File: config.mk
export PLATFORM = sky130hd
export DESIGN_NAME = texture_unit_binding_table
export DESIGN_NICKNAME = d
export VERILOG_FILES = /design/src/rtl/tubt_pkg.sv /design/src/rtl/tubt_ctrl.sv /design/src/rtl/tubt_dp.sv /design/src/rtl/texture_unit_binding_table.sv
export SDC_FILE = /design/constraint.sdc
export NUM_CORES = 1
export LEC_CHECK = 0
export ABC_AREA = 1
export BUFFER_PORTS_ARGS = -buffer_cell sky130_fd_sc_hd__buf_2
export CAP_MARGIN = 5
export CORE_MARGIN = 1.5
export CORE_UTILIZATION = 40
export CTS_BUF_LIST = sky130_fd_sc_hd__clkbuf_4
export DETAILED_ROUTE_END_ITERATION = 7
export GPL_ROUTABILITY_DRIVEN = 0
export PLACE_DENSITY = 0.61
export SLEW_MARGIN = 15
export SYNTH_ARGS = -nofsm -noshare
export SYNTH_HDL_FRONTEND = slang
export SYNTH_SLANG_ARGS = --single-unit
File: constraint.sdc
create_clock -name clk -period 3.6 [get_ports clk]
set_input_delay 0.72 -clock clk [delete_from_list [all_inputs] [get_ports clk]]
set_output_delay 0.72 -clock clk [all_outputs]
set_load 0.1 [all_outputs]
File: src/rtl/tubt_pkg.sv
package tubt_pkg;

    // field widths
    localparam int OP_W     = 1;
    localparam int ID_W     = 32;
    localparam int UNIT_W   = 5;
    localparam int UNITS_W  = 6;
    localparam int CAUSE_W  = 2;
    localparam int QUADS_W  = 15;
    localparam int INDEX_W  = 14;
    localparam int CFG_IDX_W  = 1;
    localparam int CFG_DATA_W = 15;

    // parameter defaults
    localparam int TABLE_SLOTS_DEF = 32;
    localparam int BATCH_QUADS_DEF = 1024 * 16;

    // units that the unit field can name
    localparam int UNIT_CAP = 1 << UNIT_W;

    // home slot reduction: quotient estimate, remainder, correction
    localparam int MOD_STEPS = 3;

    // register indexes
    localparam logic [CFG_IDX_W-1:0] REG_MAX_UNITS = 1'd0;
    localparam logic [CFG_IDX_W-1:0] REG_MAX_QUADS = 1'd1;

    localparam logic [UNITS_W-1:0] MAX_UNITS_RST = 6'd16;
    localparam logic [QUADS_W-1:0] MAX_QUADS_RST = 15'd16384;

    // operation codes
    localparam logic [OP_W-1:0] OP_ADD   = 1'b0;
    localparam logic [OP_W-1:0] OP_FLUSH = 1'b1;

    typedef enum logic [CAUSE_W-1:0] {
        CAUSE_NONE      = 2'd0,
        CAUSE_FULL      = 2'd1,
        CAUSE_UNITS     = 2'd2,
        CAUSE_REQUESTED = 2'd3
    } cause_t;

    typedef struct packed {
        logic   accept;
        logic   flush;
        cause_t cause;
        logic   mod_step;
        logic   hit;
        logic   insert;
        logic   probe_next;
        logic   load_out;
    } cmd_t;

    typedef struct packed {
        logic op_flush;
        logic batch_full;
        logic mod_last;
        logic slot_valid;
        logic units_left;
        logic match;
        logic probe_wrap;
        logic out_free;
    } status_t;

endpackage

File: src/rtl/tubt_ctrl.sv
module tubt_ctrl (
    input  logic              clk,
    input  logic              rst_n,
    input  logic              in_valid,
    output logic              in_ready,
    input  tubt_pkg::status_t status,
    output tubt_pkg::cmd_t    cmd
);
    import tubt_pkg::*;

    typedef enum logic [2:0] {
        S_IDLE,
        S_DECODE,
        S_MOD,
        S_PROBE,
        S_COMPARE,
        S_RESULT
    } state_t;

    state_t state_reg;
    state_t state_next;

    assign in_ready = (state_reg == S_IDLE);

    always_comb
    begin
        state_next = state_reg;
        cmd        = '0;
        cmd.cause  = CAUSE_NONE;
        unique case (state_reg)
            S_IDLE:
            begin
                if (in_valid)
                begin
                    cmd.accept = 1'b1;
                    state_next = S_DECODE;
                end
            end
            S_DECODE:
            begin
                if (status.op_flush)
                begin
                    cmd.flush  = 1'b1;
                    cmd.cause  = CAUSE_REQUESTED;
                    state_next = S_RESULT;
                end
                else
                begin
                    // batch full: draw it before placing this quad
                    if (status.batch_full)
                    begin
                        cmd.flush = 1'b1;
                        cmd.cause = CAUSE_FULL;
                    end
                    state_next = S_MOD;
                end
            end
            S_MOD:
            begin
                cmd.mod_step = 1'b1;
                if (status.mod_last)
                begin
                    state_next = S_PROBE;
                end
            end
            S_PROBE:
            begin
                if (!status.slot_valid)
                begin
                    if (status.units_left)
                    begin
                        cmd.insert = 1'b1;
                        state_next = S_RESULT;
                    end
                    else
                    begin
                        // new id, no unit left: flush and probe again from home
                        cmd.flush = 1'b1;
                        cmd.cause = CAUSE_UNITS;
                    end
                end
                else
                begin
                    state_next = S_COMPARE;
                end
            end
            S_COMPARE:
            begin
                if (status.match)
                begin
                    cmd.hit    = 1'b1;
                    state_next = S_RESULT;
                end
                else if (status.probe_wrap)
                begin
                    // whole table walked with no match: every unit is taken
                    cmd.flush  = 1'b1;
                    cmd.cause  = CAUSE_UNITS;
                    state_next = S_PROBE;
                end
                else
                begin
                    cmd.probe_next = 1'b1;
                    state_next     = S_PROBE;
                end
            end
            S_RESULT:
            begin
                if (status.out_free)
                begin
                    cmd.load_out = 1'b1;
                    state_next   = S_IDLE;
                end
            end
            default:
            begin
                state_next = S_IDLE;
            end
        endcase
    end

    always_ff @(posedge clk or negedge rst_n)
    begin
        if (!rst_n)
        begin
            state_reg <= S_IDLE;
        end
        else
        begin
            state_reg <= state_next;
        end
    end

endmodule

File: src/rtl/tubt_dp.sv
module tubt_dp #(
    parameter int TABLE_SLOTS = tubt_pkg::TABLE_SLOTS_DEF,
    parameter int BATCH_QUADS = tubt_pkg::BATCH_QUADS_DEF
) (
    input  logic                              clk,
    input  logic                              rst_n,
    input  tubt_pkg::cmd_t                    cmd,
    output tubt_pkg::status_t                 status,
    input  logic                              cfg_write,
    input  logic [tubt_pkg::CFG_IDX_W-1:0]    cfg_index,
    input  logic [tubt_pkg::CFG_DATA_W-1:0]   cfg_data,
    input  logic [tubt_pkg::OP_W-1:0]         operation,
    input  logic [tubt_pkg::ID_W-1:0]         tex_id,
    output logic                              out_valid,
    input  logic                              out_ready,
    output logic [tubt_pkg::UNIT_W-1:0]       tex_unit,
    output logic [tubt_pkg::CAUSE_W-1:0]      flush_cause,
    output logic [tubt_pkg::QUADS_W-1:0]      flushed_quads,
    output logic [tubt_pkg::INDEX_W-1:0]      quad_index
);
    import tubt_pkg::*;

    localparam int SLOT_W    = $clog2(TABLE_SLOTS);
    localparam int MOD_CNT_W = $clog2(MOD_STEPS);
    localparam int BQ_W      = $clog2(BATCH_QUADS + 1);
    localparam int QL_W      = (BQ_W > QUADS_W) ? BQ_W : QUADS_W;

    localparam logic [SLOT_W:0]    SLOTS_WIDE = (SLOT_W + 1)'(TABLE_SLOTS);
    localparam logic [SLOT_W-1:0]  SLOT_LAST  = SLOT_W'(TABLE_SLOTS - 1);
    localparam logic [QL_W-1:0]    QUAD_CAP   = QL_W'(BATCH_QUADS);
    localparam logic [MOD_CNT_W-1:0] MOD_LAST = MOD_CNT_W'(MOD_STEPS - 1);
    localparam logic [ID_W-1:0]    SLOTS_ID   = ID_W'(TABLE_SLOTS);
    // floor(2^32 / slots): quotient estimate is low by at most one
    localparam logic [ID_W-1:0]    RECIP      = ID_W'((64'd1 << ID_W) / 64'(TABLE_SLOTS));

    typedef struct packed {
        logic [ID_W-1:0]   tex;
        logic [UNIT_W-1:0] unit;
    } entry_t;

    // configuration
    logic [UNITS_W-1:0] max_units_reg;
    logic [QUADS_W-1:0] max_quads_reg;

    // request latch
    logic [OP_W-1:0]      op_reg;
    logic [ID_W-1:0]      id_reg;
    logic [ID_W-1:0]      quot_reg;
    logic [SLOT_W:0]      rem_reg;
    logic [MOD_CNT_W-1:0] mod_cnt_reg;
    logic [SLOT_W-1:0]    home_reg;
    logic [SLOT_W-1:0]    home_next;
    logic [SLOT_W-1:0]    slot_reg;

    // table state
    logic [TABLE_SLOTS-1:0] valid_reg;
    entry_t                 mem [TABLE_SLOTS];
    entry_t                 rd_reg;
    logic [UNITS_W-1:0]     next_unit_reg;
    logic [QUADS_W-1:0]     batch_reg;

    // result in progress
    cause_t             cause_reg;
    logic [QUADS_W-1:0] drawn_reg;
    logic [UNIT_W-1:0]  unit_reg;
    logic [INDEX_W-1:0] index_reg;

    // output register
    logic               out_valid_reg;
    logic [UNIT_W-1:0]  out_unit_reg;
    cause_t             out_cause_reg;
    logic [QUADS_W-1:0] out_drawn_reg;
    logic [INDEX_W-1:0] out_index_reg;

    logic [UNITS_W-1:0] unit_limit;
    logic [QL_W-1:0]    quad_limit;
    logic [SLOT_W-1:0]  slot_inc;

    logic [2*ID_W-1:0]  quot_prod;
    logic [ID_W-1:0]    rem_full;
    logic [SLOT_W:0]    rem_fix;

    // limits with out of range values folded in
    always_comb
    begin
        unit_limit = max_units_reg;
        if (unit_limit == '0)
        begin
            unit_limit = UNITS_W'(1);
        end
        if (32'(unit_limit) > UNIT_CAP)
        begin
            unit_limit = UNITS_W'(UNIT_CAP);
        end
        if (32'(unit_limit) > TABLE_SLOTS)
        begin
            unit_limit = UNITS_W'(TABLE_SLOTS);
        end
    end

    always_comb
    begin
        quad_limit = QL_W'(max_quads_reg);
        if (quad_limit == '0)
        begin
            quad_limit = QL_W'(1);
        end
        if (quad_limit > QUAD_CAP)
        begin
            quad_limit = QUAD_CAP;
        end
    end

    // id mod slots over three steps: reciprocal multiply, remainder, one correction
    assign quot_prod = {{ID_W{1'b0}}, id_reg} * {{ID_W{1'b0}}, RECIP};
    assign rem_full  = id_reg - quot_reg * SLOTS_ID;
    assign rem_fix   = (rem_reg >= SLOTS_WIDE) ? rem_reg - SLOTS_WIDE : rem_reg;
    assign home_next = rem_fix[SLOT_W-1:0];

    assign slot_inc = (slot_reg == SLOT_LAST) ? '0 : slot_reg + SLOT_W'(1);

    assign status.op_flush   = (op_reg == OP_FLUSH);
    assign status.batch_full = (QL_W'(batch_reg) >= quad_limit);
    assign status.mod_last   = (mod_cnt_reg == MOD_LAST);
    assign status.slot_valid = valid_reg[slot_reg];
    assign status.units_left = (next_unit_reg < unit_limit);
    assign status.match      = (rd_reg.tex == id_reg);
    assign status.probe_wrap = (slot_inc == home_reg);
    assign status.out_free   = !out_valid_reg || out_ready;

    always_ff @(posedge clk or negedge rst_n)
    begin
        if (!rst_n)
        begin
            max_units_reg <= MAX_UNITS_RST;
            max_quads_reg <= MAX_QUADS_RST;
        end
        else if (cfg_write)
        begin
            unique case (cfg_index)
                REG_MAX_UNITS: max_units_reg <= cfg_data[UNITS_W-1:0];
                REG_MAX_QUADS: max_quads_reg <= cfg_data[QUADS_W-1:0];
                default: ;
            endcase
        end
    end

    // control state of the table
    always_ff @(posedge clk or negedge rst_n)
    begin
        if (!rst_n)
        begin
            valid_reg     <= '0;
            next_unit_reg <= '0;
            batch_reg     <= '0;
            out_valid_reg <= 1'b0;
            mod_cnt_reg   <= '0;
        end
        else
        begin
            if (cmd.accept)
            begin
                mod_cnt_reg <= '0;
            end
            else if (cmd.mod_step)
            begin
                mod_cnt_reg <= mod_cnt_reg + MOD_CNT_W'(1);
            end

            if (cmd.flush)
            begin
                valid_reg     <= '0;
                next_unit_reg <= '0;
                batch_reg     <= '0;
            end
            else if (cmd.insert)
            begin
                valid_reg[slot_reg] <= 1'b1;
                next_unit_reg       <= next_unit_reg + UNITS_W'(1);
                batch_reg           <= batch_reg + QUADS_W'(1);
            end
            else if (cmd.hit)
            begin
                batch_reg <= batch_reg + QUADS_W'(1);
            end

            if (cmd.load_out)
            begin
                out_valid_reg <= 1'b1;
            end
            else if (out_ready)
            begin
                out_valid_reg <= 1'b0;
            end
        end
    end

    // payload registers
    always_ff @(posedge clk)
    begin
        if (cmd.accept)
        begin
            op_reg     <= operation;
            id_reg     <= tex_id;
            home_reg   <= '0;
            cause_reg  <= CAUSE_NONE;
            drawn_reg  <= '0;
            unit_reg   <= '0;
            index_reg  <= '0;
        end
        if (cmd.mod_step)
        begin
            quot_reg <= quot_prod[2*ID_W-1:ID_W];
            rem_reg  <= rem_full[SLOT_W:0];
            home_reg <= home_next;
            slot_reg <= home_next;
        end
        if (cmd.flush)
        begin
            cause_reg <= cmd.cause;
            drawn_reg <= batch_reg;
            slot_reg  <= home_reg;
        end
        if (cmd.probe_next)
        begin
            slot_reg <= slot_inc;
        end
        if (cmd.insert)
        begin
            unit_reg  <= next_unit_reg[UNIT_W-1:0];
            index_reg <= batch_reg[INDEX_W-1:0];
        end
        if (cmd.hit)
        begin
            unit_reg  <= rd_reg.unit;
            index_reg <= batch_reg[INDEX_W-1:0];
        end
        if (cmd.load_out)
        begin
            out_unit_reg  <= unit_reg;
            out_cause_reg <= cause_reg;
            out_drawn_reg <= drawn_reg;
            out_index_reg <= index_reg;
        end
    end

    // slot memory, registered read at the probe slot
    always_ff @(posedge clk)
    begin
        if (cmd.insert)
        begin
            mem[slot_reg] <= '{tex: id_reg, unit: next_unit_reg[UNIT_W-1:0]};
        end
        rd_reg <= mem[slot_reg];
    end

    assign out_valid     = out_valid_reg;
    assign tex_unit      = out_unit_reg;
    assign flush_cause   = out_cause_reg;
    assign flushed_quads = out_drawn_reg;
    assign quad_index    = out_index_reg;

    // one valid slot per assigned unit
    a_slots_match_units: assert property (@(posedge clk) disable iff (!rst_n)
        $countones(valid_reg) == 32'(next_unit_reg))
        else $error("valid slot count differs from assigned units");

    a_flush_clears: assert property (@(posedge clk) disable iff (!rst_n)
        cmd.flush |=> (next_unit_reg == '0) && (batch_reg == '0) && (valid_reg == '0))
        else $error("flush left table state behind");

    a_insert_free: assert property (@(posedge clk) disable iff (!rst_n)
        cmd.insert |-> (!valid_reg[slot_reg] && (next_unit_reg < unit_limit)))
        else $error("insert into a used slot or past the unit limit");

    a_hit_matches: assert property (@(posedge clk) disable iff (!rst_n)
        cmd.hit |-> (valid_reg[slot_reg] && (rd_reg.tex == id_reg)))
        else $error("hit on a slot that does not hold the id");

endmodule

File: src/rtl/texture_unit_binding_table.sv
// channel | signals                                        | dir
// in      | in_valid, in_ready, operation, tex_id          | request in
// out     | out_valid, out_ready, tex_unit,                | result out
//         | flush_cause, flushed_quads, quad_index         |
// cfg     | cfg_write, cfg_index, cfg_data                 | write only
//
// one request at a time; a flush request goes from decode straight to the result state
// an add reduces id mod slots (reciprocal multiply, remainder, correction), then probes
// from the home slot through probe and compare states per occupied slot walked
// (registered slot memory read), and flushes the batch and probes again from home
// when the units run out; reset clears the slot valid bits and counters at once, no clearing pass
// a stalled result holds in the output register; the next request is taken, its result waits
module texture_unit_binding_table #(
    parameter int TABLE_SLOTS = tubt_pkg::TABLE_SLOTS_DEF,
    parameter int BATCH_QUADS = tubt_pkg::BATCH_QUADS_DEF
) (
    input  logic                              clk,
    input  logic                              rst_n,
    input  logic                              in_valid,
    output logic                              in_ready,
    input  logic [tubt_pkg::OP_W-1:0]         operation,
    input  logic [tubt_pkg::ID_W-1:0]         tex_id,
    output logic                              out_valid,
    input  logic                              out_ready,
    output logic [tubt_pkg::UNIT_W-1:0]       tex_unit,
    output logic [tubt_pkg::CAUSE_W-1:0]      flush_cause,
    output logic [tubt_pkg::QUADS_W-1:0]      flushed_quads,
    output logic [tubt_pkg::INDEX_W-1:0]      quad_index,
    input  logic                              cfg_write,
    input  logic [tubt_pkg::CFG_IDX_W-1:0]    cfg_index,
    input  logic [tubt_pkg::CFG_DATA_W-1:0]   cfg_data
);
    import tubt_pkg::*;

    cmd_t    cmd;
    status_t status;

    tubt_ctrl u_ctrl (
        .clk      (clk),
        .rst_n    (rst_n),
        .in_valid (in_valid),
        .in_ready (in_ready),
        .status   (status),
        .cmd      (cmd)
    );

    tubt_dp #(
        .TABLE_SLOTS (TABLE_SLOTS),
        .BATCH_QUADS (BATCH_QUADS)
    ) u_dp (
        .clk           (clk),
        .rst_n         (rst_n),
        .cmd           (cmd),
        .status        (status),
        .cfg_write     (cfg_write),
        .cfg_index     (cfg_index),
        .cfg_data      (cfg_data),
        .operation     (operation),
        .tex_id        (tex_id),
        .out_valid     (out_valid),
        .out_ready     (out_ready),
        .tex_unit      (tex_unit),
        .flush_cause   (flush_cause),
        .flushed_quads (flushed_quads),
        .quad_index    (quad_index)
    );

endmodule
### Yosys cells after proc, flatten, opt, wreduce, memory -nomap -nowiden

Memory sizes are Yosys's and may differ from the RTL's. A register that Yosys moved wholly into a read port is not among the register bits.
Index checks and enable logic that the tools add are counted.

* output and inout bits: 38
* memories: 1
* register bits: 202
* memory bits (writable): 1184
* word-level logic and storage cells: 134
* input port bits: 54

* bitwise operators: 2
* $add $sub $neg: 6
* equal/unequal tests: 13
* $lt $le $gt $ge: 8
* reduce and logical (&&, ||, !) cells: 16
* muxes and demuxes: 66

Memory list
* u_dp.mem: words 32, width 37, rd ports 1, clocked after Yosys merged registers in 1, write ports 1, line tubt_dp.sv:57 `entry_t mem [TABLE_SLOTS];`

Operator list (count)
* $mux W15: 7
* $mux W32: 2
* $mux W5: 9
* $mux W14: 3
* $mux W3: 13
* $eq A32 B32 Y1: 1
* $or A32 B32 Y32: 1
* $mux W6: 5
* $mux W1: 19
* $pmux W3 S6: 1
* $add A15 B1 Y15 const B: 1
* $ge A15 B15 Y1: 1
* $gt A15 B15 Y1 const B: 1
* $logic_not A15 Y1: 1
* $gt A6 B6 Y1 const B: 2
* $pmux W3 S3: 1
* $reduce_bool A3 Y1: 3
* $mux W2: 4
* $reduce_bool A2 Y1: 4
* $add A6 B1 Y6 const B: 1
* $eq A3 B2 Y1 const B: 2
* $eq A3 B3 Y1 const B: 2
* $ge A6 B6 Y1 const B: 1
* $logic_not A6 Y1: 1
* 22 further kinds: 25

### Logic depth before layout (Yosys ltp)

* depth in word-level cells: 12
* depth in mapped cells: 20

### By module

A second synthesis with hierarchy kept.

* cell total of the unflattened synthesis: 5228
* area, all modules: 57899.3 sq um

By module, submodules not included
* tubt_dp: instances 1, area each 57547.7 sq um, seq. area each 41827.6 sq um, cells each 5166
* tubt_ctrl: instances 1, area each 351.6 sq um, seq. area each 75.1 sq um, cells each 62

### Least setup slack after synthesis

No wires, ideal clock.

* kind: register -> register
* start point: reg u_dp.slot_reg[0]
* end point: reg u_dp.cause_reg[0] (enable)
* setup time: 0.374 ns
* setup slack: 0.161 ns
* required time: 3.226 ns
* period minus slack after synthesis: 3.439 ns
* buffers on the path: 5
* cell stages (with the launch flop): 17
* arrival: 3.065 ns
* path through: edfxtp_1 inv_1 buf_2 clkbuf_1 clkbuf_1 buf_2 ha_1 nand3_1 nand2_1 nor2_1 nand3_1 nor2_1 nand3_1 nand3_2 inv_2 buf_2 nand2_1

* cells in the longest elaborated chain, start to end: 7
* elaborated cells between the ends (all ways): 11
* those cells by class: 1 x add/sub; 2 x eq/ne; 7 x mux; 1 x reduce/logical

RTL lines
* start: declaration: line tubt_dp.sv:53 `logic [SLOT_W-1:0] slot_reg;`
* start signal: assignment: line tubt_dp.sv:216 `slot_reg <= home_next;`
* start signal: assignment: line tubt_dp.sv:222 `slot_reg <= home_reg;`
* start signal: assignment: line tubt_dp.sv:226 `slot_reg <= slot_inc;`
* $add A5 B1 Y5 / $eq A5 B5 Y1 (equally long branches): line tubt_dp.sv:120 `assign slot_inc = (slot_reg == SLOT_LAST) ? '0 : slot_reg + SLOT_W'(1);`
* $mux W5: line tubt_dp.sv:120
* $eq A5 B5 Y1: line tubt_dp.sv:128 `assign status.probe_wrap = (slot_inc == home_reg);`
* $mux W3: line tubt_ctrl.sv:94 `else if (status.probe_wrap)`
* $mux W3: line tubt_ctrl.sv:89 `if (status.match)`
* $pmux W3 S3 (*): line tubt_ctrl.sv:30 `unique case (state_reg)`
* $reduce_bool A2 Y1 (no line) (*)
* end signal: assignment: line tubt_dp.sv:220 `cause_reg <= cmd.cause;`
* end: declaration: line tubt_dp.sv:63 `cause_t cause_reg;`

Mark *: on every way between the ends. The rest lies on a longest branch, timed or not. The select of a mux whose other input is x is not followed.
A chain may end at the register's enable or synchronous reset.

### Worst setup path after layout

* start point: reg u_dp.max_units_reg[2]
* end point: mem u_dp.mem[7][23] (netlist bit) (enable)

* cells in the longest elaborated chain, start to end: 12

RTL lines
* start: declaration: line tubt_dp.sv:42 `logic [UNITS_W-1:0] max_units_reg;`
* start signal: assignment: line tubt_dp.sv:141 `REG_MAX_UNITS: max_units_reg <= cfg_data[UNITS_W-1:0];`
* $logic_not A6 Y1: line tubt_dp.sv:87 `if (unit_limit == '0)`
* $mux W6 (*): line tubt_dp.sv:87
* $gt A6 B6 Y1: line tubt_dp.sv:91 `if (32'(unit_limit) > UNIT_CAP)`
* $mux W6 (*): line tubt_dp.sv:91
* $gt A6 B6 Y1: line tubt_dp.sv:95 `if (32'(unit_limit) > TABLE_SLOTS)`
* $mux W6 (*): line tubt_dp.sv:95
* $lt A6 B6 Y1 (*): line tubt_dp.sv:126 `assign status.units_left = (next_unit_reg < unit_limit);`
* $mux W1 (*): line tubt_ctrl.sv:70 `if (status.units_left)`
* $mux W1 (*): line tubt_ctrl.sv:68 `if (!status.slot_valid)`
* $mux W1 (*): line tubt_ctrl.sv:30
* $mux W1 (*): line tubt_dp.sv:250 `if (cmd.insert)`
* $mux W1 (not written as such) (*): line tubt_dp.sv:252 `mem[slot_reg] <= '{tex: id_reg, unit: next_unit_reg[UNIT_W-1:0]};`
* end: declaration: line tubt_dp.sv:57

Mark *: on every way between the ends. The rest lies on a longest branch, timed or not.

==> key figures <==
Clocking
  – Worst-path clk slew: approximately 0.060 ns
  – CTS sink count: 1,421
  – CTS tree: built
  – Max clock buf depth: 4
  – Clk Latency, worst-skew pair: 1.33 ns
  – Root buf cell: clkbuf_4
  – CTS H-tree depth: 5
  – Num CTS Buffers: between 300 and 400

Drt
  – WL/cell: around 23 um
  – Vias: 36,900
  – WL final: 155,000 um
  – Initial DRC count: around 4,000
  – 1st-pass router iterations: 6
  – Post-route ant nets: 0
  – DRC violations left: 0
  – Routed vias/inst: between 5 and 6

Flow run
  – Number of max-cap violations: 0

Synthesis
  – Post-Synth Adder-Cell Area: less than 1%
  – Post-Synth Simple-Gate Area: under 10%
  – Largest family of logic cells by synthesized area: compound AO/OA/AOI/OAI gates
  – Cell Area, Synth: 55,600 um2
  – Register area share after synthesis: around three quarters
  – Synthesized instance count: 4,295
  – Distinct cells, synth: 41
  – Syn Nets: 4,377
  – Synthesis Warnings: 0
  – Post-Synth XOR/XNOR Area: less than 1%
  – Synthesized flop and latch total: roughly 1,400
  – Mapped Avg Cell Area: between 10 and 15 um2
  – Compound-cell area share of the yosys netlist: 10.8%
  – Mux cell area share after synthesis: less than 1%

Cells and area
  – Largest register FFs: approximately 1,200
  – Nets@finish: ~4,800
  – Fin area: about 65,000 um2
  – Most common cell after layout, fill and taps aside: edfxtp_1
  – Fillers: 12,200
  – Commonest cells after routing, fill and taps aside: edfxtp_1 (1,304), nor2_1 (671), o21ai_0 (617)
  – Layout cells sized above 1: about a fifth
  – Area grow syn2layout: 16.5%

Floorplanning
  – Die width: 376 um
  – Row count: 136
  – Core box area: 138,000 um2
  – Die area: about 140,000 um2
  – IO Count: a little over 90
  – Die Y: between 300 and 400 um
  – Initial Util: 40.4%

Power and ir drop
  – P_leak: around 23 nW
  – Max rail drop VDD: roughly 0.00044 V
  – Pwr dens: roughly 760 nW/um2

Setup path
  – Critical path startpoint category: register
  – Critical path class: register to register
  – CP max FO: 37
  – WP data required: 4.50 ns
  – Crit path DAT: around 4.4 ns
  – Crit. End Element: register
  – Reg-to-Reg End: u_dp.mem[7][23]$_DFFE_PP_
  – Worst reg-to-reg path cell count: 13
  – R2R Path Start: u_dp.max_units_reg[2]$_DFFE_PN0P_
  – R2R Setup Slk: 0.06 ns

STA
  – Worst Setup Slack, final: about 0.055 ns
  – Clock skew: around 0.11 ns
  – Slew headroom: 31.1%
  – Post-route clock period utilization: between 90% and 100%
  – Final setup vio count: 0
  – Final hold slack: about 0.17 ns
  – Fin crit period: between 3 and 4 ns
  – Slew Viols, Final: 0
  – Final Hold Viols: 0
  – Unrepaired setup endpoints after global routing: yes
  – Worst slew pin tran: just over 1 ns
  – Maximum clock rate: 282 MHz
  – Setup total negative slack: 0 ns

Run status
  – Status: finished clean

GRT
  – Largest net degree at the start of global routing: 130
  – Global Route Usage Sum: a little over a fifth
  – Vias in the first global route: ~36,000
  – Gr ovfl total: 0
  – First-pass GRT wire length: ~230,000 um
  – Initial antenna violation count: 5

Worst hold path
  – Worst hold-check path type: primary input to register
  – Hold Path Origin: cfg_index
  – Hold Path Cell Cnt: 4
  – Sink of the worst hold path: u_dp.max_quads_reg[0]$_DFFE_PN0P_

Placed design
  – Place WS: -0.0735 ns
  – # port buffers: a little over 90
  – Dpl cell area: a little under 60,000 um2
  – Post-detail-place hpwl: ~90,000 um
==> how the worst max path moves through the flow <==
stage                                      startpoint  cells past startpoint  slack [ns]                              end
global placement    u_dp.max_units_reg[4]$_DFFE_PN1P_                     12        0.07        u_dp.mem[7][30]$_DFFE_PP_
CTS                 u_dp.max_units_reg[2]$_DFFE_PN0P_                     13        0.03        u_dp.mem[7][14]$_DFFE_PP_
floorplan                  u_dp.slot_reg[0]$_DFFE_PP_                     16        0.16  u_dp.cause_reg[0]$_SDFFCE_PP0P_
detailed placement  u_dp.max_units_reg[2]$_DFFE_PN0P_                     13       -0.07        u_dp.mem[7][30]$_DFFE_PP_
finish              u_dp.max_units_reg[2]$_DFFE_PN0P_                     13        0.06        u_dp.mem[7][23]$_DFFE_PP_
global route        u_dp.max_units_reg[2]$_DFFE_PN0P_                     13       -0.08        u_dp.mem[7][33]$_DFFE_PP_
==> logic make-up after synthesis <==
| group | count (synthesis) |
|---|---|
| compound gates | 1058 |
| buf+inv | 476 |
| simple gates | 1275 |
| xor+xnor | 29 |
| flops | 1421 |
| mux | 8 |
| fa+ha+maj | 28 |
==> cell usage after synthesis (all sizes together) <==
cell type  number  share of area, %
inv           226               1.5
nand3b         14              0.19
mux2            8              0.16
nand3          50              0.48
o211ai          1             0.014
nand4          48              0.54
xnor2          16              0.25
dfxtp          37               1.3
a21oi          53              0.48
o32ai           1             0.016
nor2          678               4.6
o21a            1             0.014
edfxtp       1304                70
or2             4             0.045
a221oi         32              0.50
a21o            1             0.014
nand2         453               3.1
buf            47              0.43
dfrtp          78               3.5
a22o           49              0.77
nor3           22              0.24
dfstp           2             0.095
ha             28              0.63
nor4            6             0.068
o22ai         299               3.4
a31oi           1             0.011
o21ai         618               5.6
clkbuf        203               1.4
xor2           13              0.20
a21boi          2             0.027
==> area by class of cell <==
type | instances | area (um2) | share of cell area [%]
Tap cell | 1794 | 2240 | 3.47
Timing Repair Buffer | 341 | 3200 | 4.94
Antenna cell | 8 | 20.0 | 0.0309
Multi-Input combinational cell | 2398 | 11900 | 18.3
Inverter | 226 | 863 | 1.33
Clock buffer | 563 | 4230 | 6.53
Sequential cell | 1421 | 41900 | 64.7
Clock inverter | 89 | 429 | 0.663
==> worst max-delay path, cell delays in order, from the launching register on <==
cell and delay, ns:
dfrtp_1 0.39, nor2_1 0.11, nand3b_1 0.10, nand2_1 0.11
nand2_1 0.07, ha_1 0.29, a21oi_1 0.13, o21a_1 0.13
a21boi_1 0.44, nand3_2 0.27, nor2_2 0.50, nand2_1 0.18
inv_2 0.11, buf_12 0.27
==> where the power goes <==
part	switching, W	internal (W)	total (W)	leakage, nW
Clock	0.00645	0.00732	0.0138	2.80
Sequential	0.000504	0.0196	0.0201	13.0
Combinational	0.0112	0.00440	0.0156	6.98
Total	0.0181	0.0313	0.0495	22.8
==> through the flow <==
stage,power [W],utilization [%],cells
floorplan,0.0296,-,4295
global placement,0.0357,43.2,6124
detailed placement,0.0358,43.2,6124
CTS,0.0497,47.0,6832
global route,0.0520,47.0,6838
finish,0.0495,47.0,6840
==> repair_timing <==
item                                   4_1_cts  5_1_grt
hold buffers                                56        0
setup endpoints to repair                  574      282
buffers inserted                             0        0
endpoints found under the hold margin      138        0
gates resized for setup                      1        3
==> layer usage <==
| layer | wire length (um) | up-vias | GRT usage (%) | share of wire (%) |
|---|---|---|---|---|
| li1 | - | 16800 | - | - |
| met1 | 66900 | 18300 | 30.7 | 43 |
| met2 | 70300 | 1655 | 32.9 | 45 |
| met3 | 14800 | 185 | 5.45 | 9.6 |
| met4 | 2520 | 0 | 6.16 | 1.6 |
| met5 | 0 | - | 0 | 0 |
No activity file was read; power rests on OpenSTA's default activity.
